## src/rtl/core/clr_pkg.sv

```systemverilog
// Shared widths, limits and register codes for the clipped line rasterizer.
// No dependencies; used by the channel interfaces and the top level.
package clr_pkg;

   // field widths
   localparam int CMD_W   = 16;
   localparam int COORD_W = 6;
   localparam int DIM_W   = 7;
   localparam int ADDR_W  = 12;
   localparam int GRAY_W  = 8;
   localparam int ERR_W   = 8;
   localparam int LEFT_W  = 7;

   // largest frame side in pixels
   localparam logic [DIM_W-1:0] MAX_DIM = 7'd64;

   // configuration register indexes
   localparam int CSR_IDX_W = 1;
   localparam logic [CSR_IDX_W-1:0] CSR_FRAME_WIDTH  = 1'b0;
   localparam logic [CSR_IDX_W-1:0] CSR_FRAME_HEIGHT = 1'b1;

   typedef logic signed [CMD_W-1:0] cmd_coord_type;
   typedef logic [COORD_W-1:0]      coord_type;

endpackage

```

## src/rtl/core/clr_req_if.sv

```systemverilog
// Line command channel: valid/ready handshake with two endpoints and a gray level.
// Depends on clr_pkg.
interface clr_req_if;
   logic                         valid;
   logic                         ready;
   clr_pkg::cmd_coord_type       start_x;
   clr_pkg::cmd_coord_type       start_y;
   clr_pkg::cmd_coord_type       end_x;
   clr_pkg::cmd_coord_type       end_y;
   logic [clr_pkg::GRAY_W-1:0]   gray_value;

   modport source (output valid, start_x, start_y, end_x, end_y, gray_value,
                   input ready);
   modport sink (input valid, start_x, start_y, end_x, end_y, gray_value,
                 output ready);
endinterface

```

## src/rtl/core/clr_rsp_if.sv

```systemverilog
// Pixel write channel: valid/ready handshake with position, address and gray level.
// Depends on clr_pkg.
interface clr_rsp_if;
   logic                         valid;
   logic                         ready;
   clr_pkg::coord_type           pixel_x;
   clr_pkg::coord_type           pixel_y;
   logic [clr_pkg::ADDR_W-1:0]   pixel_addr;
   logic [clr_pkg::GRAY_W-1:0]   pixel_value;
   logic                         last_pixel;

   modport source (output valid, pixel_x, pixel_y, pixel_addr, pixel_value, last_pixel,
                   input ready);
   modport sink (input valid, pixel_x, pixel_y, pixel_addr, pixel_value, last_pixel,
                 output ready);
endinterface

```

## src/rtl/core/clipped_line_rasterizer.sv

```systemverilog
// Sequence: a command transfer is followed by a clamp pass over the four coordinates and a
// setup step, after which the walk loads the first pixel into the output register.
// Throughput: one pixel per cycle while the sink is ready; the next command can transfer in
// the cycle after the last pixel is registered, since the sequencer returns to idle then; no
// command is taken while a line is being clamped, set up or walked.
// Reset: synchronous, active high; clears the sequencer and output valid, frame size to 64.
module clipped_line_rasterizer (
   input  logic                              clock,
   input  logic                              reset,
   clr_req_if.sink                           req_if,
   clr_rsp_if.source                         rsp_if,
   input  logic                              csr_we,
   input  logic [clr_pkg::CSR_IDX_W-1:0]     csr_index,
   input  logic [clr_pkg::DIM_W-1:0]         csr_wdata
);

   localparam logic [1:0] ST_IDLE  = 2'd0;
   localparam logic [1:0] ST_CLAMP = 2'd1;
   localparam logic [1:0] ST_SETUP = 2'd2;
   localparam logic [1:0] ST_WALK  = 2'd3;

   localparam int SUM_W = clr_pkg::COORD_W + clr_pkg::DIM_W + 1;

   logic [1:0]                      state_ff, state_in;
   logic [1:0]                      idx_ff, idx_in;
   logic [clr_pkg::DIM_W-1:0]       width_ff, height_ff;
   clr_pkg::cmd_coord_type          raw_ff [4];
   clr_pkg::coord_type              clamp_ff [4];
   logic [clr_pkg::GRAY_W-1:0]      color_ff;
   clr_pkg::coord_type              walk_x_ff, walk_x_in;
   clr_pkg::coord_type              walk_y_ff, walk_y_in;
   logic signed [clr_pkg::ERR_W-1:0] err_ff, err_in;
   clr_pkg::coord_type              major_ff, minor_ff;
   logic [1:0]                      sign_ff;
   logic                            x_major_ff;
   logic [clr_pkg::LEFT_W-1:0]      left_ff, left_in;
   logic                            rsp_valid_ff, rsp_valid_in;
   clr_pkg::coord_type              out_x_ff, out_y_ff;
   logic [clr_pkg::ADDR_W-1:0]      out_addr_ff;
   logic [clr_pkg::GRAY_W-1:0]      out_value_ff;
   logic                            out_last_ff;

   logic [clr_pkg::DIM_W-1:0]       w_eff, h_eff, limit;
   clr_pkg::cmd_coord_type          clamp_src;
   clr_pkg::coord_type              clamp_res;
   logic                            req_xfer, load;

   // effective frame size: zero acts as one, oversize acts as the maximum
   always_comb begin
      w_eff = width_ff;
      if (width_ff == '0) begin
         w_eff = clr_pkg::DIM_W'(1);
      end else if (width_ff > clr_pkg::MAX_DIM) begin
         w_eff = clr_pkg::MAX_DIM;
      end
      h_eff = height_ff;
      if (height_ff == '0) begin
         h_eff = clr_pkg::DIM_W'(1);
      end else if (height_ff > clr_pkg::MAX_DIM) begin
         h_eff = clr_pkg::MAX_DIM;
      end
   end

   assign req_xfer = req_if.valid && req_if.ready;
   assign req_if.ready = (state_ff == ST_IDLE);
   assign load = (state_ff == ST_WALK) && (!rsp_valid_ff || rsp_if.ready);

   // shared clamp unit, one coordinate per cycle: even slots are columns
   always_comb begin
      clamp_src = raw_ff[idx_ff];
      limit = idx_ff[0] ? h_eff : w_eff;
      if (clamp_src[clr_pkg::CMD_W-1]) begin
         clamp_res = '0;
      end else if (clamp_src[clr_pkg::CMD_W-2:0] >= (clr_pkg::CMD_W-1)'(limit)) begin
         clamp_res = clr_pkg::COORD_W'(limit - clr_pkg::DIM_W'(1));
      end else begin
         clamp_res = clamp_src[clr_pkg::COORD_W-1:0];
      end
   end

   // one walk step: error update decides whether the minor axis moves
   logic signed [clr_pkg::ERR_W-1:0] err_sum;
   logic                             step_minor, step_x, step_y;
   logic [SUM_W-1:0]                 addr_full;

   always_comb begin
      err_sum = err_ff + $signed({2'b00, minor_ff});
      step_minor = !err_sum[clr_pkg::ERR_W-1] && (err_sum != '0);
      err_in = step_minor ? err_sum - $signed({2'b00, major_ff}) : err_sum;
      step_x = x_major_ff || step_minor;
      step_y = !x_major_ff || step_minor;
      walk_x_in = walk_x_ff;
      if (step_x) begin
         walk_x_in = sign_ff[0] ? walk_x_ff - 1'b1 : walk_x_ff + 1'b1;
      end
      walk_y_in = walk_y_ff;
      if (step_y) begin
         walk_y_in = sign_ff[1] ? walk_y_ff - 1'b1 : walk_y_ff + 1'b1;
      end
      left_in = left_ff - 1'b1;
      addr_full = SUM_W'(walk_y_ff) * SUM_W'(w_eff) + SUM_W'(walk_x_ff);
   end

   // setup: deltas, step directions and major axis from the clamped endpoints
   clr_pkg::coord_type dx, dy, major, minor;
   logic               sx_neg, sy_neg, x_major;

   always_comb begin
      sx_neg = !(clamp_ff[0] < clamp_ff[2]);
      sy_neg = !(clamp_ff[1] < clamp_ff[3]);
      dx = sx_neg ? clamp_ff[0] - clamp_ff[2] : clamp_ff[2] - clamp_ff[0];
      dy = sy_neg ? clamp_ff[1] - clamp_ff[3] : clamp_ff[3] - clamp_ff[1];
      x_major = (dx >= dy);
      major = x_major ? dx : dy;
      minor = x_major ? dy : dx;
   end

   // sequencer
   always_comb begin
      state_in = state_ff;
      idx_in = idx_ff;
      case (state_ff)
         ST_IDLE: begin
            idx_in = '0;
            if (req_xfer) begin
               state_in = ST_CLAMP;
            end
         end
         ST_CLAMP: begin
            idx_in = idx_ff + 1'b1;
            if (idx_ff == 2'd3) begin
               state_in = ST_SETUP;
            end
         end
         ST_SETUP: begin
            state_in = ST_WALK;
         end
         ST_WALK: begin
            if (load && left_ff == clr_pkg::LEFT_W'(1)) begin
               state_in = ST_IDLE;
            end
         end
         default: begin
            state_in = ST_IDLE;
         end
      endcase
      rsp_valid_in = rsp_valid_ff;
      if (load) begin
         rsp_valid_in = 1'b1;
      end else if (rsp_if.ready) begin
         rsp_valid_in = 1'b0;
      end
   end

   // control registers and frame size
   always_ff @(posedge clock) begin
      if (reset) begin
         state_ff <= ST_IDLE;
         idx_ff <= '0;
         rsp_valid_ff <= 1'b0;
         width_ff <= clr_pkg::MAX_DIM;
         height_ff <= clr_pkg::MAX_DIM;
      end else begin
         state_ff <= state_in;
         idx_ff <= idx_in;
         rsp_valid_ff <= rsp_valid_in;
         if (csr_we && csr_index == clr_pkg::CSR_FRAME_WIDTH) begin
            width_ff <= csr_wdata;
         end
         if (csr_we && csr_index == clr_pkg::CSR_FRAME_HEIGHT) begin
            height_ff <= csr_wdata;
         end
      end
   end

   // datapath registers
   always_ff @(posedge clock) begin
      if (req_xfer) begin
         raw_ff[0] <= req_if.start_x;
         raw_ff[1] <= req_if.start_y;
         raw_ff[2] <= req_if.end_x;
         raw_ff[3] <= req_if.end_y;
         color_ff <= req_if.gray_value;
      end
      if (state_ff == ST_CLAMP) begin
         clamp_ff[idx_ff] <= clamp_res;
      end
      if (state_ff == ST_SETUP) begin
         walk_x_ff <= clamp_ff[0];
         walk_y_ff <= clamp_ff[1];
         sign_ff <= {sy_neg, sx_neg};
         x_major_ff <= x_major;
         major_ff <= major;
         minor_ff <= minor;
         err_ff <= -$signed({3'b000, major[clr_pkg::COORD_W-1:1]});
         left_ff <= {1'b0, major} + 1'b1;
      end
      if (load) begin
         out_x_ff <= walk_x_ff;
         out_y_ff <= walk_y_ff;
         out_addr_ff <= addr_full[clr_pkg::ADDR_W-1:0];
         out_value_ff <= color_ff;
         out_last_ff <= (left_ff == clr_pkg::LEFT_W'(1));
         walk_x_ff <= walk_x_in;
         walk_y_ff <= walk_y_in;
         err_ff <= err_in;
         left_ff <= left_in;
      end
   end

   assign rsp_if.valid = rsp_valid_ff;
   assign rsp_if.pixel_x = out_x_ff;
   assign rsp_if.pixel_y = out_y_ff;
   assign rsp_if.pixel_addr = out_addr_ff;
   assign rsp_if.pixel_value = out_value_ff;
   assign rsp_if.last_pixel = out_last_ff;

   // a walk never runs with nothing left to emit
   assert property (@(posedge clock) disable iff (reset)
      (state_ff == ST_WALK) |-> (left_ff != '0))
      else $error("walk active with no pixels left");

   // a command transfer starts the clamp pass at the first coordinate
   assert property (@(posedge clock) disable iff (reset)
      req_xfer |=> (state_ff == ST_CLAMP) && (idx_ff == 2'd0))
      else $error("command transfer did not start clamping");

   // loading the final pixel ends the line and flags it
   assert property (@(posedge clock) disable iff (reset)
      (load && left_ff == clr_pkg::LEFT_W'(1)) |=>
         (state_ff == ST_IDLE) && rsp_valid_ff && out_last_ff)
      else $error("final pixel not flagged or line not ended");

endmodule
```

## src/flat_wrapper.sv

```systemverilog
// flat-port wrapper written by rule: the top's interface ports become plain ports
module clipped_line_rasterizer_flat 
  (clock, reset, csr_we, csr_index, csr_wdata, req_if_valid, req_if_start_x, req_if_start_y, req_if_end_x, req_if_end_y, req_if_gray_value, req_if_ready, rsp_if_valid, rsp_if_pixel_x, rsp_if_pixel_y, rsp_if_pixel_addr, rsp_if_pixel_value, rsp_if_last_pixel, rsp_if_ready);
  clr_req_if req_if_i ();
  clr_rsp_if rsp_if_i ();
  input  logic clock;
  input  logic reset;
  input  logic csr_we;
  input  logic [clr_pkg::CSR_IDX_W-1:0] csr_index;
  input  logic [clr_pkg::DIM_W-1:0] csr_wdata;
  input wire logic [$bits(req_if_i.valid)-1:0] req_if_valid;
  input wire logic [$bits(req_if_i.start_x)-1:0] req_if_start_x;
  input wire logic [$bits(req_if_i.start_y)-1:0] req_if_start_y;
  input wire logic [$bits(req_if_i.end_x)-1:0] req_if_end_x;
  input wire logic [$bits(req_if_i.end_y)-1:0] req_if_end_y;
  input wire logic [$bits(req_if_i.gray_value)-1:0] req_if_gray_value;
  output wire logic [$bits(req_if_i.ready)-1:0] req_if_ready;
  output wire logic [$bits(rsp_if_i.valid)-1:0] rsp_if_valid;
  output wire logic [$bits(rsp_if_i.pixel_x)-1:0] rsp_if_pixel_x;
  output wire logic [$bits(rsp_if_i.pixel_y)-1:0] rsp_if_pixel_y;
  output wire logic [$bits(rsp_if_i.pixel_addr)-1:0] rsp_if_pixel_addr;
  output wire logic [$bits(rsp_if_i.pixel_value)-1:0] rsp_if_pixel_value;
  output wire logic [$bits(rsp_if_i.last_pixel)-1:0] rsp_if_last_pixel;
  input wire logic [$bits(rsp_if_i.ready)-1:0] rsp_if_ready;
  assign req_if_i.valid = req_if_valid;
  assign req_if_i.start_x = req_if_start_x;
  assign req_if_i.start_y = req_if_start_y;
  assign req_if_i.end_x = req_if_end_x;
  assign req_if_i.end_y = req_if_end_y;
  assign req_if_i.gray_value = req_if_gray_value;
  assign req_if_ready = req_if_i.ready;
  assign rsp_if_valid = rsp_if_i.valid;
  assign rsp_if_pixel_x = rsp_if_i.pixel_x;
  assign rsp_if_pixel_y = rsp_if_i.pixel_y;
  assign rsp_if_pixel_addr = rsp_if_i.pixel_addr;
  assign rsp_if_pixel_value = rsp_if_i.pixel_value;
  assign rsp_if_last_pixel = rsp_if_i.last_pixel;
  assign rsp_if_i.ready = rsp_if_ready;
  clipped_line_rasterizer u_core (.clock(clock), .reset(reset), .req_if(req_if_i), .rsp_if(rsp_if_i), .csr_we(csr_we), .csr_index(csr_index), .csr_wdata(csr_wdata));
endmodule
```

## config.mk

```make
export PLATFORM = sky130hd
export DESIGN_NAME = clipped_line_rasterizer_flat
export DESIGN_NICKNAME = d
export VERILOG_FILES = /design/src/rtl/core/clr_pkg.sv /design/src/rtl/core/clr_req_if.sv /design/src/rtl/core/clr_rsp_if.sv /design/src/rtl/core/clipped_line_rasterizer.sv /design/src/flat_wrapper.sv
export SDC_FILE = /design/constraint.sdc
export NUM_CORES = 1
export LEC_CHECK = 0
export ABC_CLOCK_PERIOD_IN_PS = 6200
export BUFFER_PORTS_ARGS = -buffer_cell sky130_fd_sc_hd__clkbuf_2
export CAP_MARGIN = 5
export CORE_MARGIN = 4
export CORE_UTILIZATION = 50
export CTS_BUF_LIST = sky130_fd_sc_hd__clkbuf_8 sky130_fd_sc_hd__clkbuf_16
export CTS_CLUSTER_DIAMETER = 120
export CTS_CLUSTER_SIZE = 30
export DETAILED_ROUTE_END_ITERATION = 12
export GPL_ROUTABILITY_DRIVEN = 0
export GPL_TIMING_DRIVEN = 1
export PLACE_DENSITY_LB_ADDON = 0.12
export SLEW_MARGIN = 20
export SYNTH_ARGS = -nofsm -noshare
export SYNTH_HDL_FRONTEND = slang
export SYNTH_SLANG_ARGS = --single-unit
```

## constraint.sdc

```tcl
create_clock -name clock -period 6.2 [get_ports clock]
set_clock_uncertainty 0.2 [all_clocks]
set_input_delay 1.86 -clock clock [delete_from_list [all_inputs] [get_ports clock]]
set_output_delay 1.86 -clock clock [all_outputs]
set_load 0.02 [all_outputs]
```

==> results by group <==
Run status
  – Outcome: completed

STA
  – Worst hold slack: 0.2236 ns
  – Slew Limit Fails: 0
  – Minimum clock period: 5.075 ns
  – Final cycle utilization of the critical path: between 80% and 90%
  – Number of setup violations in the final report: 0
  – Fmax: between 0.15 and 0.2 GHz
  – RSZ-0062 raised after global routing: false
  – Rel. slew slack: between 30% and 40%
  – Final Hold Fails: 0
  – Worst Tran Pin Value: 0.9163 ns
  – Final setup TNS: 0 ns

Min path
  – Worst hold-check path type: register to register

GRT
  – Initial antenna violation count: 0
  – Number of global-route vias before repair: about 7000
  – Largest net degree at the start of global routing: 51
  – Remaining global-route overflow: 0
  – Tot GR Track Use: roughly 18%
  – First-pass GRT wire length: 34210 um

Clocking
  – CTS Sinks: 192
  – Skew-Pair Late Insertion Delay: 0.44 ns
  – CTS resizes: 0
  – Num CTS Buffers: 17
  – H-tree levels: 4
  – CTS max path bufs: 2
  – Root Buffer Master: clkbuf_16
  – CTS tree: built
  – CTS clk-pin slew, worst paths: 0.08 ns
  – Hold_buf cts: 0
  – Post-CTS Setup Bufs: 0

Floorplanning
  – Rows: 53
  – Area of the core: about 21000 um2
  – IO Pins: 120
  – Die area: 24280 um2
  – Die H: 155.8 um
  – Die X: between 150 and 200 um
  – Initial Utilization: roughly half

Synthesis
  – Syn Nets: 1106
  – Yosys reg bits: 192
  – Synth area leader: edfxtp_1
  – Post-synth top area share: 46.99%
  – Ys Warns: 0
  – Netlist Area Pre-Place: 10930 um2
  – Sequential share of the synthesized area: 50.84%
  – Post-synth EDFFs: 171
  – Syn Inst Count: just under 900
  – Synth unique cells: 66
  – Post-synth ARST share: 0%
  – Avg Inst Size Synth: 12.26 um2
  – Area contributors post-synth: edfxtp_1, ha_1, fa_1, dfxtp_1, inv_1
  – Dominant synthesized flop cell: edfxtp_1

Worst setup path
  – Worst Path Required: around 6.2 ns
  – Slowest stage delay, CP: between 0.5 and 0.6 ns
  – Critical Path End Type: register
  – Setup Crit Path Kind: register to register
  – Critical Path AT: approximately 5.1 ns
  – Crit-path cells: nor2b_1, nand2_1, fa_1, fa_1, inv_1, fa_1, inv_1, fa_1, inv_1, ha_1, inv_1, o21bai_1, a21oi_1, o21ai_0, a21o_1, a21oi_1, xnor2_1
  – Setup crit start kind: register
  – Crit path max-delay cell type: fa_1
  – CP Max Fanout: 17

Route
  – Initial DRC Count: 480
  – DR pass1 iterations: 5
  – DR vias: 6846
  – WL final: 21030 um
  – Residual DRC: 0
  – Vias per Instance: around 5.3
  – Wire per inst: 16.14 um
  – Post-DRT Antenna Nets: 0

Power and ir drop
  – Peak VDD IR: approximately 0.21 mV
  – Tot Pwr: 5.711 mW
  – Power density cells: around 460 nW/um2
  – Lkg Pwr: 5.304 nW

Final layout
  – Area growth, synth to finish: 14.02%
  – Number of fill cells: 1783
  – Final net count: between 1000 and 1500
  – Most frequent cells in the layout: edfxtp_1, clkbuf_2, ha_1
  – Share of cells above drive strength 1: 17.70%
  – N_diodes: 0
  – Commonest non-fill, non-tap cell in the layout: edfxtp_1

Placed design
  – Dpl hpwl: between 15000 and 20000 um
  – Port Buffer Count: 119

Job
  – Max cap viols: 0
==> final timing paths <==
kind	startpoint	to	slack, ns	depth (start not counted)
worst max-delay path	u_core.width_ff[6]	u_core.rsp_if.pixel_addr[11]	1.13	17
worst min-delay path	u_core.color_ff[7]	u_core.rsp_if.pixel_value[7]	0.22	0
worst max register to register	u_core.width_ff[6]	u_core.rsp_if.pixel_addr[11]	1.13	17
worst min register to register	u_core.color_ff[7]	u_core.rsp_if.pixel_value[7]	0.22	0
==> registers in the layout (all words and copies together) (netlist names), 6 cells and up, named ones only <==
register,count
u_core.rsp_if.pixel_y,6
u_core.raw_ff,64
u_core.rsp_if.pixel_value,8
u_core.walk_y_ff,6
u_core.color_ff,8
u_core.major_ff,6
u_core.clamp_ff,24
u_core.err_ff,8
u_core.walk_x_ff,6
u_core.height_ff,7
u_core.minor_ff,6
u_core.rsp_if.pixel_addr,12
u_core.width_ff,7
u_core.left_ff,7
u_core.rsp_if.pixel_x,6
==> kinds of logic after synthesis <==
group / Yosys count / share of synthesized area, %
buffers and inverters: 120 / 4.225
and+or+nand+nor: 196 / 9.207
DFF: 192 / 50.84
muxes: 38 / 4.466
adders and majority gates: 130 / 17.02
xor gates and xnor gates: 50 / 4.008
AOI/OAI and AO/OA: 165 / 10.24
==> final cells by class <==
cell class / instances / area [um2] / area share [%]
Sequential cell: 192 / 5555 / 44.59
Multi-Input combinational cell: 579 / 4911 / 39.42
Timing Repair Buffer: 126 / 648.1 / 5.202
Clock buffer: 17 / 425.4 / 3.415
Inverter: 99 / 371.6 / 2.983
Tap cell: 275 / 344.1 / 2.762
Clock inverter: 15 / 202.7 / 1.627
==> metrics by stage <==
step / instance area (um2) / util (%) / instances / setup WS (ns)
floorplan: 10930 / - / 891 / 1.522
global placement: 11830 / 55.58 / 1271 / 1.260
detailed placement: 11830 / 55.58 / 1271 / 1.110
CTS: 12460 / 58.53 / 1303 / 1.109
global route: 12460 / 58.53 / 1303 / 0.8393
finish: 12460 / 58.53 / 1303 / 1.125
==> worst max-delay path, delay by kind of cell (launching register included) <==
kind / cells / cell delay [ns]
DFF: 1 / 0.48
adders and majority gates: 5 / 2.38
and+or+nand+nor: 2 / 0.61
AOI/OAI and AO/OA: 5 / 0.86
buffers and inverters: 4 / 0.20
xor gates and xnor gates: 1 / 0.08
==> where the power goes <==
group / switching [mW] / leakage [nW] / internal (mW)
clock: 0.574 / 0.298 / 0.558
combinational: 1.47 / 3.25 / 1.03
sequential: 0.170 / 1.75 / 1.91
==> synth_stat cells (4+ instances only) <==
library cell and instances:
o211ai_1 5, nand2_1 57, o21ai_0 25, mux4_2 8
nand2b_1 10, a21o_1 25, nor2b_1 10, o21a_1 4
and3b_1 5, nor2_1 32, nor4_1 4, o21bai_1 6
dfxtp_1 21, and2_1 30, nand3b_1 4, a21oi_1 52
clkbuf_1 15, inv_1 96, or3_1 4, a22oi_1 6
a211oi_1 5, mux2i_1 28, nand3_1 14, o21ai_1 4
xor2_1 21, a31oi_1 8, fa_1 31, xnor2_1 29
nor3_1 14, edfxtp_1 171, ha_1 99
==> routing by layer <==
metal | share of wire, % | wire length (um) | vias to the layer above | GRT usage [%]
li1 | - | - | 3431 | -
met1 | 47 | 9858 | 3234 | 24.38
met2 | 47 | 9805 | 162 | 28.70
met3 | 5.3 | 1105 | 19 | 3.911
met4 | 1.2 | 259 | 0 | 4.710
met5 | 0 | 0 | - | 0
(Power assumes the default switching activity.)
